### src/rtl/core/tdc_pkg.sv
// ----------------------------------------------------------------------------
// tdc_pkg
// constants, register codes and beat layout of the thermostat controller
// ----------------------------------------------------------------------------
package tdc_pkg;

    // moving average depth and derived widths
    localparam int AVG_DEPTH  = 10;
    localparam int POS_W      = (AVG_DEPTH > 1) ? $clog2(AVG_DEPTH) : 1;
    localparam int SUM_W      = $clog2(255 * AVG_DEPTH + 1);

    // divide by depth as multiply by a rounded-up reciprocal
    localparam int DIV_SHIFT  = SUM_W + POS_W + 1;
    localparam int DIV_RECIP  = ((2 ** DIV_SHIFT) + AVG_DEPTH - 1) / AVG_DEPTH;
    localparam int PROD_W     = SUM_W + DIV_SHIFT;

    // field widths
    localparam int TEMP_W     = 8;
    localparam int BAND_W     = 5;
    localparam int STEP_W     = 4;
    localparam int CFG_DATA_W = 8;
    localparam int IN_DATA_W  = 16;
    localparam int OUT_DATA_W = 24;

    // reset values
    localparam logic [BAND_W-1:0] BAND_RST     = 5'd5;
    localparam logic [STEP_W-1:0] STEP_RST     = 4'd5;
    localparam logic [TEMP_W-1:0] SET_MIN_RST  = 8'd35;
    localparam logic [TEMP_W-1:0] SET_MAX_RST  = 8'd75;
    localparam logic [TEMP_W-1:0] SET_PT_RST   = 8'd60;

    // result beat bit positions
    localparam int OUT_HEAT_BIT = 0;
    localparam int OUT_COOL_BIT = 1;
    localparam int OUT_LAMP_BIT = 2;
    localparam int OUT_DISP_BIT = 3;
    localparam int OUT_AVG_LSB  = 4;
    localparam int OUT_PWR_BIT  = 12;
    localparam int OUT_SET_LSB  = 13;

    // configuration register index codes
    typedef enum logic [1:0] {
        CFG_BAND_WIDTH  = 2'd0,
        CFG_SET_STEP    = 2'd1,
        CFG_SET_MINIMUM = 2'd2,
        CFG_SET_MAXIMUM = 2'd3
    } cfg_index_t;

endpackage

### src/rtl/core/thermostat_deadband_controller.sv
// ----------------------------------------------------------------------------
// thermostat_deadband_controller
// bang-bang thermostat with button set point and moving average display
// ----------------------------------------------------------------------------
// One sensor beat in, one result beat out. A new beat is taken every clock
// cycle while results drain; its result beat is presented from the output
// register: the input register takes the beat, then the set point, ring sum
// update, divide by the ring depth and deadband compare run as one stage
// into the output register. While a result waits, the input register still
// takes one more beat; with both registers full the input stalls until the
// result drains. The ten-entry sample ring lives in flip-flops and is primed
// from the first sample taken while powered, so no clearing pass follows reset.
module thermostat_deadband_controller
    import tdc_pkg::*;
(
    input  logic                  aclk,
    input  logic                  aresetn,
    // configuration write port
    input  logic                  cfg_wr_en,
    input  logic [1:0]            cfg_index,
    input  logic [CFG_DATA_W-1:0] cfg_data,
    // sensor beats
    input  logic                  s_tvalid,
    output logic                  s_tready,
    // temp_sample[7:0], power_button_level[8], up_button_level[9],
    // down_button_level[10], zero fill[15:11]
    input  logic [IN_DATA_W-1:0]  s_tdata,
    // result beats
    output logic                  m_tvalid,
    input  logic                  m_tready,
    // heater_drive[0], cooler_drive[1], lamp_drive[2], display_enable[3],
    // display_value[11:4], powered[12], target_temp[20:13], zero fill[23:21]
    output logic [OUT_DATA_W-1:0] m_tdata
);

    // configuration registers
    logic [BAND_W-1:0]     band_reg;
    logic [STEP_W-1:0]     step_reg;
    logic [TEMP_W-1:0]     set_min_reg;
    logic [TEMP_W-1:0]     set_max_reg;

    // input stage
    logic                  in_valid_reg;
    logic [TEMP_W-1:0]     in_temp_reg;
    logic [2:0]            in_levels_reg;

    // controller state
    logic                  power_on_reg;
    logic                  power_on_next;
    logic [2:0]            prev_levels_reg;
    logic [TEMP_W-1:0]     set_point_reg;
    logic [TEMP_W-1:0]     set_point_next;
    logic [TEMP_W-1:0]     ring_reg [AVG_DEPTH];
    logic [POS_W-1:0]      ring_pos_reg;
    logic [POS_W-1:0]      ring_pos_next;
    logic [SUM_W-1:0]      ring_sum_reg;
    logic [SUM_W-1:0]      ring_sum_next;
    logic                  primed_reg;

    // output stage
    logic                  out_valid_reg;
    logic [OUT_DATA_W-1:0] out_data_reg;
    logic [OUT_DATA_W-1:0] out_data_next;

    // datapath
    logic                  advance;
    logic                  prime_now;
    logic [2:0]            falls;
    logic [TEMP_W:0]       up_sum;
    logic [TEMP_W-1:0]     set_after_up;
    logic [PROD_W-1:0]     avg_prod;
    logic [TEMP_W-1:0]     avg;
    logic [TEMP_W-1:0]     avg_out;
    logic                  heat;
    logic                  cool;
    logic                  lamp;

    // handshake: the stage moves when the output register is free or drains
    assign advance  = in_valid_reg && (!out_valid_reg || m_tready);
    assign s_tready = !in_valid_reg || advance;
    assign m_tvalid = out_valid_reg;
    assign m_tdata  = out_data_reg;

    // button edges and set point stepping
    always_comb begin
        falls         = prev_levels_reg & ~in_levels_reg;
        power_on_next = power_on_reg ^ falls[0];

        up_sum        = {1'b0, set_point_reg} + {{(TEMP_W + 1 - STEP_W){1'b0}}, step_reg};
        set_after_up  = set_point_reg;
        if (falls[1] && (set_point_reg < set_max_reg)) begin
            set_after_up = up_sum[TEMP_W] ? {TEMP_W{1'b1}} : up_sum[TEMP_W-1:0];
        end

        set_point_next = set_after_up;
        if (falls[2] && (set_after_up > set_min_reg)) begin
            if (set_after_up > {{(TEMP_W - STEP_W){1'b0}}, step_reg}) begin
                set_point_next = set_after_up - {{(TEMP_W - STEP_W){1'b0}}, step_reg};
            end else begin
                set_point_next = '0;
            end
        end
    end

    // ring sum update, priming fills the whole ring with the sample
    always_comb begin
        prime_now     = power_on_next && !primed_reg;
        ring_sum_next = ring_sum_reg;
        ring_pos_next = ring_pos_reg;
        if (prime_now) begin
            ring_sum_next = SUM_W'(in_temp_reg) * SUM_W'(AVG_DEPTH);
            ring_pos_next = (AVG_DEPTH > 1) ? POS_W'(1) : '0;
        end else if (power_on_next) begin
            ring_sum_next = ring_sum_reg - SUM_W'(ring_reg[ring_pos_reg])
                          + SUM_W'(in_temp_reg);
            ring_pos_next = (ring_pos_reg == POS_W'(AVG_DEPTH - 1)) ? '0
                          : ring_pos_reg + POS_W'(1);
        end
    end

    // average and deadband decision
    always_comb begin
        avg_prod = PROD_W'(ring_sum_next) * PROD_W'(DIV_RECIP);
        avg      = avg_prod[DIV_SHIFT +: TEMP_W];
        heat     = power_on_next && (({1'b0, avg} + {{(TEMP_W + 1 - BAND_W){1'b0}}, band_reg})
                   < {1'b0, set_point_next});
        cool     = power_on_next && ({1'b0, avg}
                   > ({1'b0, set_point_next} + {{(TEMP_W + 1 - BAND_W){1'b0}}, band_reg}));
        lamp     = heat || cool;
        avg_out  = power_on_next ? avg : '0;
        out_data_next = {3'b000, set_point_next, power_on_next, avg_out,
                         power_on_next, lamp, cool, heat};
    end

    // configuration registers
    always_ff @(posedge aclk) begin
        if (!aresetn) begin
            band_reg    <= BAND_RST;
            step_reg    <= STEP_RST;
            set_min_reg <= SET_MIN_RST;
            set_max_reg <= SET_MAX_RST;
        end else if (cfg_wr_en) begin
            case (cfg_index)
                CFG_BAND_WIDTH:  band_reg    <= cfg_data[BAND_W-1:0];
                CFG_SET_STEP:    step_reg    <= cfg_data[STEP_W-1:0];
                CFG_SET_MINIMUM: set_min_reg <= cfg_data[TEMP_W-1:0];
                CFG_SET_MAXIMUM: set_max_reg <= cfg_data[TEMP_W-1:0];
                default: ;
            endcase
        end
    end

    // input register
    always_ff @(posedge aclk) begin
        if (!aresetn) begin
            in_valid_reg <= 1'b0;
        end else if (s_tready) begin
            in_valid_reg <= s_tvalid;
        end
        if (s_tvalid && s_tready) begin
            in_temp_reg   <= s_tdata[7:0];
            in_levels_reg <= s_tdata[10:8];
        end
    end

    // controller state, updated as each beat moves to the output
    always_ff @(posedge aclk) begin
        if (!aresetn) begin
            power_on_reg    <= 1'b0;
            prev_levels_reg <= 3'b111;
            set_point_reg   <= SET_PT_RST;
            ring_pos_reg    <= '0;
            ring_sum_reg    <= '0;
            primed_reg      <= 1'b0;
        end else if (advance) begin
            power_on_reg    <= power_on_next;
            prev_levels_reg <= in_levels_reg;
            set_point_reg   <= set_point_next;
            ring_pos_reg    <= ring_pos_next;
            ring_sum_reg    <= ring_sum_next;
            primed_reg      <= primed_reg || power_on_next;
        end
    end

    // sample ring, no reset: never read before it is primed
    always_ff @(posedge aclk) begin
        if (advance && prime_now) begin
            for (int i = 0; i < AVG_DEPTH; i++) begin
                ring_reg[i] <= in_temp_reg;
            end
        end else if (advance && power_on_next) begin
            ring_reg[ring_pos_reg] <= in_temp_reg;
        end
    end

    // output register
    always_ff @(posedge aclk) begin
        if (!aresetn) begin
            out_valid_reg <= 1'b0;
        end else if (advance) begin
            out_valid_reg <= 1'b1;
        end else if (m_tready) begin
            out_valid_reg <= 1'b0;
        end
        if (advance) begin
            out_data_reg <= out_data_next;
        end
    end

endmodule

### config.mk
export PLATFORM = sky130hd
export DESIGN_NAME = thermostat_deadband_controller
export DESIGN_NICKNAME = d
export VERILOG_FILES = /design/src/rtl/core/tdc_pkg.sv /design/src/rtl/core/thermostat_deadband_controller.sv
export SDC_FILE = /design/constraint.sdc
export NUM_CORES = 1
export LEC_CHECK = 0
export BUFFER_PORTS_ARGS = -buffer_cell sky130_fd_sc_hd__buf_2
export CAP_MARGIN = 30
export CORE_MARGIN = 2
export CORE_UTILIZATION = 60
export DETAILED_ROUTE_END_ITERATION = 16
export PLACE_DENSITY = 0.78
export SYNTH_ARGS = -nofsm -noshare
export SYNTH_HDL_FRONTEND = slang
export SYNTH_SLANG_ARGS = --single-unit
### constraint.sdc
create_clock -name aclk -period 24.8 [get_ports aclk]
set_input_delay 2.48 -clock aclk [delete_from_list [all_inputs] [get_ports aclk]]
set_output_delay 2.48 -clock aclk [all_outputs]
set_load 0.005 [all_outputs]
==> impl_metrics.py <==
metrics = {
    "place": {
        "hpwl_mm": 20.9,
        "place_congestion": 0.923,
        "port_buffers": 48,
    },
    "timing": {
        "tightest_slew_ns": 1.01,
        "finalHoldViolCount": 0,
        "finalSetupViolCount": 0,
        "fmax_mhz": 86.5,
        "maxSlewViolCount": 0,
        "setup_tns_ns": 0,
        "fin_skew_ns": 0.0140,
        "rsz0062_at_grt": "no",
        "fin_crit_ns": 11.56,
        "fin_crit_sh_pct": 46.6,
        "maxSlewHeadroom_pct": 32.4,
    },
    "pwr": {
        "leakage_nw": 6.45,
        "vdd_drop_max_mv": 0.0943,
        "power_density_nw_per_um2": 125,
        "power_mw": 1.91,
    },
    "synth": {
        "synth_edf_count": 159,
        "synth.distinct_cells": 79,
        "syn_inst": 1212,
        "synth_top_area_cell": "edfxtp_1",
        "ys_warn_count": 0,
        "synth_fa_ha_area_share_pct": 21.1,
        "synth_top_family_by_area": "adder cells",
        "synth_top_area_share_pct": 34.4,
        "yosys.area_share.simple_pct": 9.42,
        "avgSynthCellArea_um2": 11.5,
        "yosys-top-cells-count": "174 x inv_1, 159 x edfxtp_1, 156 x ha_1",
        "synth_mux_area_share_pct": 7.76,
        "synth_compound_area_share_pct": 9.87,
        "yosysSeqAreaShare_pct": 43.0,
        "synth_xor_area_share_pct": 2.83,
        "synth.most_common_cell": "inv_1",
        "async_reset_ff_share_pct": 0,
        "yosys-top-cells-area": "edfxtp_1 34%, ha_1 14%, dfxtp_1 8.6%, fa_1 7.1%, mux4_2 6.5%",
        "ys_seq_elements": 219,
        "synth_area_um2": 13900,
        "synth-main-ff-cell": "edfxtp_1",
    },
    "clock_network": {
        "clk_pin_slew_ns": 0.06,
        "cts_tree": "done",
        "clkLatencyLatePin_ns": 0.53,
        "numCtsBuffers": 23,
        "htreeDepth": 1,
        "cts_buffer_depth": 3,
        "post_cts_buffers": 0,
        "cts_root_buf": "clkbuf_16",
        "cts_resized": 0,
        "cts_hold_buf": 0,
        "clkSinkCount": 219,
    },
    "layout": {
        "regArea_um2": 5980,
        "area_growth_pct": 9.25,
        "multi_input_area_um2": 7100,
        "nFillCells": 1609,
        "final_nets": 1498,
        "drive_gt1_share_pct": 13.0,
        "antennaDiodeCount": 0,
        "largest_reg_flops": 128,
    },
    "floorplan": {
        "core_um2": 22700,
        "dieArea_um2": 24400,
        "rows": 55,
        "start_util_pct": 61.2,
        "io_pins": 57,
        "die_h_um": 156,
        "die_w_um": 156,
    },
    "worst_setup_path": {
        "cp_max_fo": 22,
        "criticalPathCategory": "reg -> reg",
        "critical-path-max-stage-delay_ns": 0.60,
        "r2r_slack_ns": 13.24,
        "cp_slowest_cell": "dfxtp_2",
        "crit_required_ns": 25.14,
        "reg2reg_depth": 41,
        "r2r-end": "m_tdata[2]$_DFFE_PP_",
        "cp_common_cell": "fa_1",
        "critPathLaunchType": "flop",
        "crit_arrival_ns": 11.90,
        "cp-end-kind": "flop",
    },
    "flow_run": {
        "cap_violations": 0,
    },
    "routing": {
        "finalWirelength_mm": 29.6,
        "drt-pass1-iter-count": 7,
        "vias_per_cell": 5.87,
        "post_drt_wl_per_cell_um": 18.9,
        "via_count": 9179,
        "post-route-drc-count": 0,
        "antenna_left": 0,
        "drtIter0Drc": 645,
    },
    "worst_hold_path": {
        "hold_path.class": "reg -> reg",
        "hold_end": "set_max_reg[0]$_SDFFE_PN1P_",
        "min_from": "set_max_reg[0]$_SDFFE_PN1P_",
        "hold_depth": 2,
    },
    "grt": {
        "grt_pass1_wl_mm": 47.4,
        "grt_max_degree": 60,
        "antenna_found_initial": 0,
        "grt_pass1_vias": 9102,
        "overflow": 0,
        "grt.total_usage_pct": 25.1,
    },
    "status": {
        "outcome": "finished, final reports clean",
    },
}
-- per-stage QoR --
stage,area (um^2),hold WS [ns],utilization [%],std cells,setup slack (ns)
3_3_place_gp,14400,0.442,63.5,1516,13.29
6_report,15200,0.464,66.9,1564,13.24
3_5_place_dp,14400,0.450,63.5,1518,13.16
5_1_grt,15200,0.493,66.9,1564,12.38
4_1_cts,15100,0.464,66.7,1560,13.15
2_1_floorplan,13900,0.433,-,1214,14.36
-- routing by layer --
metal | up-vias | wire length [um] | global-route usage [%] | part of all wire, %
met3 | 71 | 1400 | 3.08 | 4.7
met4 | 0 | 926 | 7.51 | 3.1
met1 | 4450 | 12500 | 32.8 | 42
met2 | 265 | 14700 | 44.1 | 50
met5 | - | 0 | 0 | 0
li1 | 4393 | - | - | -
-- cells by family (layout without fill, tap and decap cells) --
logic type,count (synthesis),in the layout
multiplexers,57,57
AND/OR/NAND/NOR,268,268
buffers and inverters,217,282
other,1,3
flip-flops,219,219
AO/OA/AOI/OAI,201,201
adder cells (fa/ha/maj),205,205
XOR/XNOR,44,44
-- power breakdown --
group	leakage, nW	switching, mW	internal (mW)
Sequential	1.95	0.0147	0.425
Combinational	4.15	0.634	0.504
Clock	0.345	0.144	0.183
Total	6.45	0.793	1.11
-- worst max path at each step --
| stage | cells past startpoint | start | to | slack (ns) |
|---|---|---|---|---|
| 2_1_floorplan | 42 | flop | m_tdata[2]$_DFFE_PP_ | 14.36 |
| 3_3_place_gp | 41 | flop | m_tdata[2]$_DFFE_PP_ | 13.29 |
| 3_5_place_dp | 41 | flop | m_tdata[2]$_DFFE_PP_ | 13.16 |
| 4_1_cts | 41 | flop | m_tdata[2]$_DFFE_PP_ | 13.15 |
| 5_1_grt | 39 | flop | m_tdata[2]$_DFFE_PP_ | 12.38 |
| 6_report | 41 | flop | m_tdata[2]$_DFFE_PP_ | 13.24 |
-- worst max-delay path: cells and delay by family (launching register included) --
kind	cells	cell delay, ns
adders and majority gates	10	4.29
AOI/OAI and AO/OA	16	3.29
muxes	2	1.10
buffers and inverters	6	0.90
DFF	1	0.60
xor gates and xnor gates	2	0.60
and+or+nand+nor	5	0.56
-- layout make-up --
cell class / instances / share of cell area, %
clock buffer: 35 / 4.28
clock inverter: 7 / 0.428
inverter: 175 / 4.33
multi-input combinational: 778 / 46.8
sequential: 219 / 39.4
tap: 285 / 2.35
timing repair buffer: 65 / 2.47
-- placed cells by master (no fill, tap or decap), types with 14 or more instances in the layout --
cell type / Yosys / final
a21oi_1: 57 / 57
inv_1: 174 / 174
mux4_2: 40 / 40
fa_1: 49 / 49
dfxtp_1: 60 / 59
buf_2: 1 / 50
xnor2_1: 26 / 25
buf_4: 5 / 14
o21ai_0: 35 / 35
clkbuf_16: 0 / 23
nor2_1: 46 / 46
nor2b_1: 25 / 25
mux2i_1: 14 / 14
a21o_1: 17 / 17
nand3_1: 24 / 24
edfxtp_1: 159 / 159
nand2_1: 99 / 99
ha_1: 156 / 156
xor2_1: 17 / 17
Power figures use the tool's default switching activity.
